[config.mk]
export PLATFORM = sky130hd
export DESIGN_NAME = mbd_queue
export DESIGN_NICKNAME = d
export VERILOG_FILES = /design/src/hdl/mbd_queue.sv
export SDC_FILE = /design/constraint.sdc
export NUM_CORES = 1
export LEC_CHECK = 0
export BUFFER_PORTS_ARGS = -buffer_cell sky130_fd_sc_hd__buf_2
export CAP_MARGIN = 5
export CELL_PAD_IN_SITES_DETAIL_PLACEMENT = 0
export CELL_PAD_IN_SITES_GLOBAL_PLACEMENT = 2
export CORE_MARGIN = 2
export CORE_UTILIZATION = 25
export DETAILED_ROUTE_END_ITERATION = 10
export PLACE_DENSITY_LB_ADDON = 0.1
export REMOVE_ABC_BUFFERS = 1
export SLEW_MARGIN = 20
export SYNTH_ARGS = -nofsm -noshare
export SYNTH_HDL_FRONTEND = slang
export SYNTH_SLANG_ARGS = --single-unit
export TNS_END_PERCENT = 50
[constraint.sdc]
create_clock -name i_clk -period 1.6 [get_ports i_clk]
set_input_delay 0.32 -clock i_clk [delete_from_list [all_inputs] [get_ports i_clk]]
set_output_delay 0.32 -clock i_clk [all_outputs]
set_load 0.02 [all_outputs]
[src/hdl/mbd_queue.sv]
// Two-entry request queue between front end and memory sequencer.
// No package dependencies.
`default_nettype none

module mbd_queue #(
    parameter int W = 8
) (
    input  wire logic          i_clk,
    input  wire logic          i_rst_n,
    input  wire logic          i_push,
    input  wire logic [W-1:0]  i_data,
    input  wire logic          i_pop,
    output logic [W-1:0]       o_head,
    output logic               o_full,
    output logic               o_empty
);

    logic [W-1:0] r_slot [2];
    logic         r_wr;
    logic         r_rd;
    logic [1:0]   r_cnt;
    logic         do_push;
    logic         do_pop;

    assign o_full  = (r_cnt == 2'd2);
    assign o_empty = (r_cnt == 2'd0);
    assign o_head  = r_slot[r_rd];
    assign do_push = i_push && !o_full;
    assign do_pop  = i_pop && !o_empty;

    always_ff @(posedge i_clk) begin
        if (!i_rst_n) begin
            r_wr  <= 1'b0;
            r_rd  <= 1'b0;
            r_cnt <= 2'd0;
        end else begin
            if (do_push) begin
                r_wr <= !r_wr;
            end
            if (do_pop) begin
                r_rd <= !r_rd;
            end
            r_cnt <= r_cnt + {1'b0, do_push} - {1'b0, do_pop};
        end
    end

    always_ff @(posedge i_clk) begin
        if (do_push) begin
            r_slot[r_wr] <= i_data;
        end
    end

endmodule

`default_nettype wire

==> impl_metrics.json <==
{
  "leakagePower_nw": 0.4731,
  "drive_gt1_share_pct": 59.04,
  "clock.fmax_ghz": 0.6430,
  "synthTopCellsByArea": "edfxtp_1 (59%), dfxtp_1 (12%), mux2_2 (11%)",
  "yosys.area.top_type": "edfxtp_1",
  "yosysUniqueCellTypes": 17,
  "path_clk_slew_ns": 0.12,
  "cts_buffers": 3,
  "yosysSeqAreaShare_pct": 71.49,
  "port_buffers": 21,
  "worst_pin_slew_ns": 0.4211,
  "syn_to_final_growth_pct": 40.52,
  "crit_family": "flip-flops",
  "vdd_drop_max_uv": 441.0,
  "crit_slowest_cell": "dfxtp_2",
  "critPathLaunchType": "register",
  "fin_skew_ns": 0.006528,
  "grt_pass1_vias": 504,
  "cp.required_ns": 1.28,
  "drt-total-wl_um": 1318,
  "vias": 497,
  "worst-setup-path-type": "reg2out",
  "grtUsageTotal_pct": 8.348,
  "dieHeight_um": 60.99,
  "cts_root_buffer": "clkbuf_4",
  "cp_max_fo": 3,
  "min_period_ns": 1.555,
  "grt_max_degree": 13,
  "status": "complete, no violations",
  "clockBufferDepth": 2,
  "arrival_ns": 1.24,
  "synth_top_area_share_pct": 59.17,
  "hold_viol": 0,
  "final_nets": 98,
  "synth-edff-count": 16,
  "rsz0062_at_grt": "true",
  "min_path_type": "in2reg",
  "place_hpwl_um": 981.9,
  "wl_per_cell_um": 10.38,
  "end_kind": "output port",
  "die_area_mm2": 0.003720,
  "slew_headroom_pct": 71.92,
  "design_area_mm2": 0.001141,
  "max_stage_delay_ns": 0.36,
  "ys_warn_count": 0,
  "clk_latency_ns": 0.30,
  "crit_chain": "buf_6, mux2_2, buf_2",
  "gp_congestion": 0.6185,
  "drc": 0,
  "powerDensity_mw_per_mm2": 1605,
  "antenna_found_initial": 0,
  "vias_per_cell": 3.913,
  "min_period_over_period_pct": 97.21,
  "async_flop_share_pct": 0,
  "setup_viol": 0,
  "synth_flop_cell": "edfxtp_1",
  "ant_nets": 0,
  "synth.most_common_cell": "edfxtp_1",
  "place_area_mm2": 0.001005,
  "synth_cells": 52,
  "drv_cap": 0,
  "synth_common_cells": "edfxtp_1 (16), mux2_2 (8), dfxtp_1 (5), nor2_1 (5), inv_1 (3)",
  "rows": 20,
  "grt.overflow.total": 0,
  "setup-tns-final_ns": 0,
  "initial_core_util_pct": 26.38,
  "ys_ff_latch": 21,
  "ioPinCount": 22,
  "cts_hold_buf": 0,
  "grt_pass1_wl_um": 2180,
  "cts_sinks": 21,
  "path_buf_inv": 2,
  "htree_levels": 1,
  "drv_slew": 0,
  "mappedNetlistArea_um2": 812.0,
  "avgSynthCellArea_um2": 15.62,
  "core_area_mm2": 0.003078,
  "dr.pass1.iters": 2,
  "antenna_cells": 0,
  "fillers": 311,
  "dr.first_iter.drc_count": 4,
  "cts_tree": "done",
  "die_w_um": 60.99
}
==> sequential cells by signal, indices dropped and copies added (netlist names), named ones only <==
name	count
r_rd	1
r_wr	1
r_cnt	2
r_slot	16
==> where the power goes <==
part	switching [W]	internal (W)	total (W)
combinational	0.000369	0.000427	0.000796
sequential	0.0000617	0.000727	0.000789
clock	0.000153	0.0000930	0.000246
total	0.000584	0.00125	0.00183
==> layer usage <==
layer / routed length, um / up-vias / part of all wire (%) / track usage [%]
li1: - / 248 / - / -
met1: 530 / 236 / 40 / 8.910
met2: 699 / 11 / 53 / 14.29
met3: 76 / 2 / 5.8 / 2.985
met4: 12 / 0 / 0.91 / 4.658
met5: 0 / - / 0 / 0
==> area by class of cell <==
cell class | instances | area (um^2) | share of cell area [%]
clock buffer | 3 | 22.52 | 1.974
clock inverter | 1 | 5.005 | 0.4386
inverter | 3 | 11.26 | 0.9868
multi-input combinational | 27 | 249.0 | 21.82
sequential | 21 | 589.3 | 51.64
tap | 44 | 55.05 | 4.825
timing repair buffer | 28 | 209.0 | 18.31
==> layout by cell type (no fill, tap or decap), types with 2 or more instances in the layout <==
cell type,instances
buf_2,14
buf_4,5
buf_6,9
clkbuf_4,3
dfxtp_1,2
dfxtp_4,2
edfxtp_1,16
inv_1,3
mux2_2,7
nor2_1,5
==> through the flow <==
step / std cells / total power, W / setup WS (ns) / hold slack [ns] / utilization [%]
detailed placement: 121 / 0.001404 / -0.01020 / 0.4844 / 32.64
global route: 127 / 0.001962 / -0.02714 / 0.1720 / 37.07
CTS: 126 / 0.001727 / -0.005013 / 0.1913 / 34.59
floorplan: 51 / 0.001172 / 0.05499 / 0.4189 / -
finish: 127 / 0.001831 / 0.04469 / 0.2031 / 37.07
global placement: 121 / 0.001407 / 0.01126 / 0.4771 / 32.64
==> cells by family (layout without fill, tap and decap cells) <==
family                   after synthesis  after routing  share of synthesized area [%]
adder cells (fa/ha/maj)                2              2                          3.081
XOR/XNOR                               2              2                          2.158
AO/OA/AOI/OAI                          1              1                          1.079
multiplexers                           9              9                          12.33
buffers and inverters                  4             35                          2.002
flip-flops                            21             21                          71.50
AND/OR/NAND/NOR                       13             13                          7.859
==> what timing repair did <==
item	4_1_cts	5_1_grt
buffers inserted	1	1
gates resized for setup	7	22
setup endpoints to repair	9	9
pin swaps	0	2
==> final timing paths <==
check | startpoint | to | slack, ns | depth (start not counted)
hold reg to reg | r_wr | r_wr | 0.49 | 2
setup / recovery | register | o_head[0] | 0.04 | 3
setup reg to reg | r_cnt[0] | r_cnt[1] | 0.05 | 7
hold / removal | i_data[1] | r_slot[1][1] | 0.20 | 1
Note: power is estimated with default switching activity, not from simulation.
