<file path="src/hdl/mbd_pkg.sv">
// Shared types and fixed field widths for the multichannel block delay.
// No dependencies; compiled first.
`default_nettype none

package mbd_pkg;

    localparam int LANE_W    = 5;
    localparam int SAMPLE_W  = 32;
    localparam int DELAY_W   = 7;
    localparam int MAX_LANES = 32;   // reachable through the lane field

    typedef enum logic [1:0] {
        CMD_TICK = 2'd0,
        CMD_ELEM = 2'd1,
        CMD_SET  = 2'd2
    } t_cmd;

    typedef enum logic [1:0] {
        BS_CLEAR,
        BS_RUN,
        BS_HOLD
    } t_bstate;

endpackage

`default_nettype wire

</file>
<file path="src/hdl/mbd_if.sv">
// Valid/ready channel interfaces for request and result items.
// Depends on mbd_pkg for field widths.
`default_nettype none

interface mbd_in_if;
    logic                          valid;
    logic                          ready;
    logic [1:0]                    cmd;
    logic [mbd_pkg::LANE_W-1:0]    lane;
    logic [mbd_pkg::SAMPLE_W-1:0]  sample;
    logic [mbd_pkg::DELAY_W-1:0]   delay;

    modport source (output valid, cmd, lane, sample, delay, input ready);
    modport sink   (input valid, cmd, lane, sample, delay, output ready);
endinterface


`default_nettype wire

</file>
<file path="src/hdl/mbd_front.sv">
// Front end: accepts requests, owns read position and lane delays,
// resolves element requests into memory positions. Depends on mbd_pkg, mbd_if.
`default_nettype none

module mbd_front #(
    parameter int LANES = 32,
    parameter int DEPTH = 128,
    localparam int NL  = (LANES < mbd_pkg::MAX_LANES) ? LANES : mbd_pkg::MAX_LANES,
    localparam int LIW = (NL > 1) ? $clog2(NL) : 1,
    localparam int PW  = $clog2(DEPTH),
    localparam int QW  = LIW + mbd_pkg::SAMPLE_W + 2 * PW + 1
) (
    input  wire logic          i_clk,
    input  wire logic          i_rst_n,
    mbd_in_if.sink             i_in,
    input  wire logic          i_q_full,
    input  wire logic          i_clr_busy,
    output logic               o_push,
    output logic [QW-1:0]      o_entry
);

    logic [PW-1:0]                   r_rpos;
    logic [PW-1:0]                   n_rpos;
    logic [PW-1:0]                   r_delay [NL];
    logic                            accept;
    logic                            lane_ok;
    logic [LIW-1:0]                  lane_idx;
    logic [mbd_pkg::DELAY_W-1:0]     rem;
    logic [PW-1:0]                   d_red;
    logic [PW-1:0]                   d_cur;
    logic [PW:0]                     wsum;
    logic [PW-1:0]                   wpos;
    logic                            do_tick;
    logic                            do_set;

    assign i_in.ready = !i_q_full && !i_clr_busy;
    assign accept     = i_in.valid && i_in.ready;
    assign lane_ok    = (32'(i_in.lane) < NL);
    assign lane_idx   = i_in.lane[LIW-1:0];

    always_comb begin
        do_tick = 1'b0;
        do_set  = 1'b0;
        o_push  = 1'b0;
        unique case (mbd_pkg::t_cmd'(i_in.cmd))
            mbd_pkg::CMD_TICK: do_tick = accept;
            mbd_pkg::CMD_ELEM: o_push  = accept && lane_ok;
            mbd_pkg::CMD_SET:  do_set  = accept && lane_ok;
            default: ;
        endcase
    end

    // delay mod DEPTH by shifted compare-subtract, one step per delay bit
    always_comb begin
        rem = i_in.delay;
        for (int k = mbd_pkg::DELAY_W - 1; k >= 0; k--) begin
            if ((DEPTH << k) < (1 << mbd_pkg::DELAY_W)) begin
                if (32'(rem) >= (DEPTH << k)) begin
                    rem = rem - mbd_pkg::DELAY_W'(DEPTH << k);
                end
            end
        end
    end
    assign d_red = PW'(rem);

    assign d_cur = r_delay[lane_idx];
    assign wsum  = {1'b0, r_rpos} + {1'b0, d_cur};
    assign wpos  = (wsum >= (PW + 1)'(DEPTH)) ? PW'(wsum - (PW + 1)'(DEPTH)) : wsum[PW-1:0];

    assign n_rpos  = (r_rpos == PW'(DEPTH - 1)) ? '0 : r_rpos + 1'b1;
    assign o_entry = {lane_idx, i_in.sample, r_rpos, wpos, (d_cur == '0)};

    always_ff @(posedge i_clk) begin
        if (!i_rst_n) begin
            r_rpos <= '0;
            for (int i = 0; i < NL; i++) begin
                r_delay[i] <= '0;
            end
        end else begin
            if (do_tick) begin
                r_rpos <= n_rpos;
            end
            if (do_set) begin
                r_delay[lane_idx] <= d_red;
            end
        end
    end

endmodule

`default_nettype wire

</file>
<file path="src/flat_wrapper.sv">
// flat-port wrapper written by rule: the top's interface ports become plain ports
module mbd_front_flat 
#(
    parameter int LANES = 32,
    parameter int DEPTH = 128,
    localparam int NL  = (LANES < mbd_pkg::MAX_LANES) ? LANES : mbd_pkg::MAX_LANES,
    localparam int LIW = (NL > 1) ? $clog2(NL) : 1,
    localparam int PW  = $clog2(DEPTH),
    localparam int QW  = LIW + mbd_pkg::SAMPLE_W + 2 * PW + 1
)
  (i_clk, i_rst_n, i_q_full, i_clr_busy, o_push, o_entry, i_in_valid, i_in_cmd, i_in_lane, i_in_sample, i_in_delay, i_in_ready);
  mbd_in_if i_in_i ();
  input  wire logic i_clk;
  input  wire logic i_rst_n;
  input  wire logic i_q_full;
  input  wire logic i_clr_busy;
  output logic o_push;
  output logic [QW-1:0] o_entry;
  input wire logic [$bits(i_in_i.valid)-1:0] i_in_valid;
  input wire logic [$bits(i_in_i.cmd)-1:0] i_in_cmd;
  input wire logic [$bits(i_in_i.lane)-1:0] i_in_lane;
  input wire logic [$bits(i_in_i.sample)-1:0] i_in_sample;
  input wire logic [$bits(i_in_i.delay)-1:0] i_in_delay;
  output wire logic [$bits(i_in_i.ready)-1:0] i_in_ready;
  assign i_in_i.valid = i_in_valid;
  assign i_in_i.cmd = i_in_cmd;
  assign i_in_i.lane = i_in_lane;
  assign i_in_i.sample = i_in_sample;
  assign i_in_i.delay = i_in_delay;
  assign i_in_ready = i_in_i.ready;
  mbd_front #(.LANES(LANES), .DEPTH(DEPTH)) u_core (.i_clk(i_clk), .i_rst_n(i_rst_n), .i_in(i_in_i), .i_q_full(i_q_full), .i_clr_busy(i_clr_busy), .o_push(o_push), .o_entry(o_entry));
endmodule
</file>
<file path="config.mk">
export PLATFORM = sky130hd
export DESIGN_NAME = mbd_front_flat
export DESIGN_NICKNAME = d
export VERILOG_FILES = /design/src/hdl/mbd_pkg.sv /design/src/hdl/mbd_if.sv /design/src/hdl/mbd_front.sv /design/src/flat_wrapper.sv
export SDC_FILE = /design/constraint.sdc
export NUM_CORES = 1
export LEC_CHECK = 0
export BUFFER_PORTS_ARGS = -buffer_cell sky130_fd_sc_hd__buf_2
export CORE_ASPECT_RATIO = 1.2
export CORE_MARGIN = 2
export CORE_UTILIZATION = 64
export CTS_CLUSTER_SIZE = 14
export DETAILED_ROUTE_END_ITERATION = 8
export HOLD_SLACK_MARGIN = 0.03
export PLACE_DENSITY = 0.89
export SYNTH_ARGS = -nofsm -noshare
export SYNTH_HDL_FRONTEND = slang
export SYNTH_SLANG_ARGS = --single-unit
</file>
<file path="constraint.sdc">
create_clock -name i_clk -period 11 [get_ports i_clk]
set_clock_uncertainty 0.15 [all_clocks]
set_input_delay 3.3 -clock i_clk [delete_from_list [all_inputs] [get_ports i_clk]]
set_output_delay 3.3 -clock i_clk [all_outputs]
set_load 0.005 [all_outputs]
</file>
==> results of run 1 <==
==> worst max-delay path, delay by kind of cell <==
kind / cells / cell delay (ns)
compound gates: 3 / 0.52
xor+xnor: 1 / 0.35
fa+ha+maj: 1 / 0.22
buf+inv: 4 / 1.19
mux: 1 / 0.32
simple gates: 4 / 1.11
==> flip-flops by register name, indices dropped and copies added, names as in the netlist <==
register,count
u_core.r_delay,224
u_core.r_rpos,7
==> final cells by class <==
type,instances,area [µm²]
clock buffers,30,621.8
clock inverters,9,68.82
fillers,1150,5468
inverters,7,26.28
multi-input cells,564,3995
flip-flops and latches,231,6867
well taps,220,275.3
repair buffers,46,251.5
==> cells in the mapped netlist (all sizes together), types with 7 or more instances <==
cell	instances	area, µm²
inv	7	26.28
nor4	15	100.1
o22ai	56	350.3
clkbuf	37	141.4
mux2i	112	1121
ha	7	87.58
nand2	12	45.04
nor2	41	176.4
edfxtp	224	6726
buf	65	496.7
dfxtp	7	140.1
o21ai	36	180.2
and2	226	1414
==> worst max path at each step <==
stage	from	endpoint	slack, ns	cells past startpoint
final	i_in_lane[1]	o_entry[7]	0.47	14
after CTS	i_in_lane[1]	o_entry[7]	0.61	14
after detailed placement	i_in_lane[1]	o_entry[7]	0.73	14
after global routing	i_in_lane[1]	o_entry[7]	0.27	14
after global placement	i_in_lane[1]	o_entry[7]	0.78	14
after floorplan	i_in_lane[0]	o_entry[7]	1.80	14
==> cell families (layout without fill, tap and decap cells) <==
family,count (synthesis),in the layout,share of synthesized area (%)
adder cells (fa/ha/maj),8,8,0.9335
XOR/XNOR,10,10,0.8792
AND/OR/NAND/NOR,334,334,18.09
AO/OA/AOI/OAI,100,100,5.037
multiplexers,112,112,9.726
buffers and inverters,109,92,5.764
flip-flops,231,231,59.57
==> per-layer routing <==
metal	track usage, %	wire (µm)	up-vias	part of all wire [%]
li1	-	-	3178	-
met1	36.97	9830	3460	36
met2	47.54	12920	514	48
met3	6.005	2955	121	11
met4	12.42	1310	0	4.8
met5	0	0	-	0
==> power by group <==
part / switching (mW) / total [mW] / internal (mW)
Clock: 0.312 / 0.731 / 0.418
Sequential: 0.0147 / 1.02 / 1.01
Combinational: 0.0985 / 0.144 / 0.0454
==> through the flow <==
stage	area (µm²)	hold WS, ns	util (%)	power, mW
after global routing	12110	0.5017	68.89	1.935
final	12110	0.4596	68.89	1.895
after floorplan	11530	0.3767	-	1.136
after detailed placement	11410	0.4425	64.96	1.178
after CTS	12110	0.4498	68.89	1.888
after global placement	11410	0.4095	64.96	1.173
==> summary.txt, run 1 <==
Yosys
  • Warning count from the yosys run: 0
  • EDFF count, synth: 224
  • Cell variety after synth: 45
  • Synthesized area: 0.01153 mm²
  • Synth Instances: 904
  • Top_reg_cell synth: edfxtp_1
  • Sequential fraction of the synthesis area: 59.57%
  • FFs w/ async S/R, synth: 0%
  • Seq cells post-synth: 231
  • Post-Syn Nets: 963
  • Synthesized area per cell: 12.75 µm²

STA
  • Final WS setup: 0.4693 ns
  • Actual slew at the worst max-slew pin: 1.175 ns
  • Period utilisation layout: 95.73%
  • Final Hold Viols: 0
  • RSZ-0062 raised after global routing: false
  • Fin Setup TNS: 0 ns
  • Slew Viols, Final: 0
  • Final setup viols: 0
  • Relative max-transition margin: 20.81%
  • FMAX: 0.09496 GHz
  • Post-layout min period: 10.53 ns

Flow run
  • Max Cap Viol: 0

CTS
  • Clk Latency, worst-skew pair: 0.51 ns
  • Worst-path clk slew: 0.06 ns
  • # Post-CTS Setup Buffers: 0
  • CTS H-tree lvls: 1
  • Hold buffers post-CTS: 0
  • Total CTS buffers: 22
  • Clk sink count: 231
  • Root buf cell: clkbuf_16
  • Cts repair resizes: 0
  • Max clock buf depth: 3
  • CTS tree: done

Critical path
  • Crit-path cells: buf_6, buf_4, mux2i_1, o22ai_1, nor4_1, nand2_1, inv_1, fa_1, nor2b_1, nor3_1, o21bai_1, a21oi_1, xnor3_1, buf_2
  • Crit path capture type: primary output
  • Max FO, Critical Path: 71
  • CP max stage delay: 0.62 ns
  • Arrival @ worst endpoint: 7.08 ns
  • Slowest CP cell: nor4_1
  • Critical R2R Capture: u_core.r_rpos[3]
  • Startpoint Class: input port
  • R2R depth: 5
  • Worst r2r src: u_core.r_rpos[0]
  • Worst path required time: 7.55 ns
  • Setup CP Type: input port to primary output
  • Reg2reg setup slack: 9.24 ns

Final layout
  • NumNets Final: 931
  • Layout cells sized above 1: 9.696%
  • Post-route insts no fill: 1107
  • Area growth syn-to-layout: 5.026%
  • Most frequent cells in the layout: and2_1, edfxtp_1, mux2i_1
  • Commonest non-fill, non-tap cell in the layout: and2_1
  • Ant. Diodes: 0

Power
  • Pwr dens: 156.5 mW/mm²
  • Leak Pwr: 4.549 nW
  • Worst IR Drop VDD: 0.1006 mV

Drt
  • Via count: 7273
  • Routed vias/inst: 6.570
  • DR DRC count: 0
  • DRT Pass-1 Iters: 6
  • Post-DRT Antenna Nets: 0
  • DRT Wirelength: 27.02 mm
  • Drt first-iter violations: 1100
  • Routed length per instance: 24.40 µm

GRT
  • Total track usage: 28.69%
  • Largest net degree at the start of global routing: 72
  • Vias in the first global route: 7034
  • Initial antenna violation count: 0
  • Gr ovfl total: 0
  • First-pass GRT wire length: 41.32 mm

Placed design
  • Routability cong.: 1.032
  • Post-place setup slack: 0.7257 ns
  • Buffers on Ports: 40
  • DP Wirelength: 17.66 mm
  • Placed cell count: 1068

Die
  • Die area: 0.01910 mm²
  • I/O pins: 105
  • Core area: 0.01757 mm²
  • Row count: 53
  • Die width: 126.5 µm
  • Initial core utilization: 65.59%
  • Die H: 151.0 µm

Status
  • Status: complete, no violations

Hold path
  • Hold wc startpoint: u_core.r_rpos[1]
  • Hold depth: 2
  • Hold worst-path end: u_core.r_rpos[1]
  • Hold Crit Class: flip-flop to flip-flop
No activity file was read; power rests on OpenSTA's default activity.
==> run 2, diff against run 1 <==
--- a/config.mk
+++ b/config.mk
@@ -5,14 +5,14 @@
 export SDC_FILE = /design/constraint.sdc
 export NUM_CORES = 1
 export LEC_CHECK = 0
-export BUFFER_PORTS_ARGS = -buffer_cell sky130_fd_sc_hd__buf_2
+export BUFFER_PORTS_ARGS = -buffer_cell sky130_fd_sc_hd__buf_4
 export CORE_ASPECT_RATIO = 1.2
 export CORE_MARGIN = 2
-export CORE_UTILIZATION = 64
+export CORE_UTILIZATION = 60
 export CTS_CLUSTER_SIZE = 14
 export DETAILED_ROUTE_END_ITERATION = 8
 export HOLD_SLACK_MARGIN = 0.03
-export PLACE_DENSITY = 0.89
+export PLACE_DENSITY = 0.84
 export SYNTH_ARGS = -nofsm -noshare
 export SYNTH_HDL_FRONTEND = slang
 export SYNTH_SLANG_ARGS = --single-unit
==> constraint.sdc (replaced) <==
create_clock -name i_clk -period 10.9 [get_ports i_clk]
set_clock_uncertainty 0.15 [all_clocks]
set_input_delay 3.27 -clock i_clk [delete_from_list [all_inputs] [get_ports i_clk]]
set_output_delay 3.27 -clock i_clk [all_outputs]
set_load 0.005 [all_outputs]
==> run 2 against run 1 <==
Compared with the run above:
- count of clock-buffer cells in the layout rose by 1
- register-to-register slack got worse by 0.15 ns
- utilization fell by 3.8 points
- critical endpoint unchanged
- total power rose by 2.6%
- sequential power barely moved
- wire length fell by 1.1%
- via count fell by 2.4%
- critical path depth did not move
- clock power rose by 4.7%
- largest cell class unchanged
- cell count rose by 3.2%
- combinational power rose by 3%
- flip-flop and latch count did not move
- largest power group unchanged
- critical path type unchanged
==> summary.txt, run 2 (synthesis results as in run 1) <==
GRT
  • Gr ovfl total: 0 (unchanged)
  • Largest net degree at the start of global routing: 82 (+14%)
  • First-pass GRT wire length: 39.76 mm (-3.8%)
  • Initial antenna violation count: 0 (unchanged)
  • Total track usage: 26.48% (-2.2 points)
  • Vias in the first global route: 6715 (-4.5%)

Final layout
  • Commonest non-fill, non-tap cell in the layout: and2_1
  • Biggest register: u_core.r_delay
  • Layout cells sized above 1: 9.932% (+0.24 points)
  • Ant. Diodes: 0 (unchanged)
  • Final core occ: 65.10% (-3.8 points)
  • Fill count: 1373 (+19%)
  • Most frequent cells in the layout: and2_1, edfxtp_1, mux2i_1
  • Max reg flops: 224 (unchanged)
  • Top Registers: u_core.r_delay: 224 flops, u_core.r_rpos: 7 flops
  • Area growth syn-to-layout: 6.502%
  • NumNets Final: 930 (-0.11%)

Die
  • Initial core utilization: 61.13% (-4.5 points)
  • Die H: 155.8 µm (+3.2%)
  • I/O pins: 105 (unchanged)
  • Die area: 0.02034 mm² (+6.5%)
  • Row count: 55 (+3.8%)
  • Die width: 130.5 µm (+3.2%)
  • Core area: 0.01886 mm² (+7.3%)

STA
  • Actual slew at the worst max-slew pin: 1.225 ns (+0.04924 ns)
  • FMAX: 0.09584 GHz
  • Final Hold Viols: 0 (unchanged)
  • Post-layout min period: 10.43 ns
  • Slew Viols, Final: 0 (unchanged)
  • RSZ-0062 raised after global routing: false
  • Period utilisation layout: 95.72%
  • Relative max-transition margin: 17.49% (-3.3 points)
  • Final setup viols: 0 (unchanged)
  • Fin Setup TNS: 0 ns (unchanged)

Placed design
  • Buffers on Ports: 40 (unchanged)
  • Routability cong.: 0.9468 (-8.3%)
  • DP Wirelength: 17.75 mm (+0.52%)

Drt
  • Drt first-iter violations: 1034 (-6.0%)
  • DRT Pass-1 Iters: 5 (-1)
  • Routed vias/inst: 6.215 (-5.4%)
  • DR DRC count: 0 (unchanged)
  • Via count: 7097 (-2.4%)
  • Routed length per instance: 23.39 µm (-4.2%)
  • Post-DRT Antenna Nets: 0 (unchanged)
  • DRT Wirelength: 26.71 mm (-1.1%)

Critical path
  • Setup CP Type: input port to primary output
  • Startpoint Class: input port
  • Arrival @ worst endpoint: 7.01 ns (-0.07 ns)
  • CP max stage delay: 0.68 ns (+0.06 ns)
  • Worst r2r src: u_core.r_rpos[1]
  • Crit-path cells: buf_6, mux2i_1, o22ai_1, nor4_1, nand2_1, ha_1, inv_1, fa_1, nor2b_1, nor3_1, o21bai_1, a21oi_1, xnor3_1, buf_4
  • Slowest CP cell: buf_6
  • Crit path buffers/inverters: 3 (-1)
  • Crit-path leading delay family: simple AND/OR/NAND/NOR gates
  • Max FO, Critical Path: 81 (+14%)
  • Crit path from: i_in_lane[1]
  • Worst path required time: 7.48 ns (-0.07 ns)
  • Crit path capture type: primary output

CTS
  • CTS tree: done
  • Worst-path clk slew: 0.06 ns (about the same)
  • Max clock buf depth: 3 (unchanged)
  • Hold buffers post-CTS: 0 (unchanged)
  • # Post-CTS Setup Buffers: 0 (unchanged)
  • Total CTS buffers: 23 (+4.5%)
  • Root buf cell: clkbuf_16
  • Clk sink count: 231 (unchanged)
  • Clk Latency, worst-skew pair: 0.50 ns (about the same)
  • CTS H-tree lvls: 1 (unchanged)
  • Cts repair resizes: 0 (unchanged)

Power
  • Leak Pwr: 4.589 nW (+0.88%)
  • Post-layout power: 1.943 mW (+2.6%)
  • Worst IR Drop VDD: 0.09660 mV (-4.0%)
  • Pwr dens: 158.3 mW/mm² (+1.1%)

Flow run
  • Max Cap Viol: 0 (unchanged)

Status
  • Status: complete, no violations

Hold path
  • Hold Crit Class: flip-flop to flip-flop
  • Hold wc startpoint: u_core.r_rpos[5]
==> run 2: cell types whose count changed in the layout (fill, tap and decap cells not counted), sizes merged <==
cell | before | now
clkbuf | 30 | 31
buf | 46 | 44
==> run 2: routing by layer <==
layer | GRT usage, % | wire length, µm | up-vias
met5 | 0 | 0 | -
met4 | 13.02 | 1416 | 0
met3 | 4.698 | 2456 | 90
met2 | 42.14 | 12710 | 416
met1 | 35.26 | 10130 | 3415
li1 | - | - | 3176
==> run 2: path summary, 6_finish.rpt <==
kind,end,slack [ns],cells after the start
worst min-delay path,u_core.r_rpos[5],0.44,2
worst max register to register,u_core.r_rpos[0],9.09,5
worst min register to register,u_core.r_rpos[5],0.44,2
worst max-delay path,o_entry[7],0.47,14
==> run 2: area by class of cell <==
cell class	instances	area, µm²	share of cell area [%]
clock inverters	9	66.31	0.5402
clock buffers	31	666.9	5.433
repair buffers	44	334.1	2.721
well taps	256	320.3	2.609
inverters	7	26.28	0.2140
multi-input cells	564	3995	32.55
flip-flops and latches	231	6867	55.94
==> run 2: power breakdown <==
group	switching [mW]	internal, mW	leakage (nW)
registers	0.0149	1.01	2.18
logic	0.0976	0.0505	2.04
clock network	0.315	0.450	0.366
==> run 2: through the flow <==
| step | area [µm²] | setup WS [ns] | hold slack (ns) | instances |
|---|---|---|---|---|
| 4_1_cts | 12280 | 0.5709 | 0.4308 | 1142 |
| 6_report | 12280 | 0.4663 | 0.4433 | 1142 |
| 3_3_place_gp | 11540 | 0.6806 | 0.4163 | 1102 |
| 2_1_floorplan | 11530 | 1.763 | 0.3767 | 904 |
| 5_1_grt | 12280 | 0.3524 | 0.4847 | 1142 |
| 3_5_place_dp | 11540 | 0.5905 | 0.4165 | 1102 |
==> run 2: tightest hold or removal path: stages, from the launching register on <==
cell	delay, ns
dfxtp_1	0.40
xor2_1	0.09
nor2_1	0.07
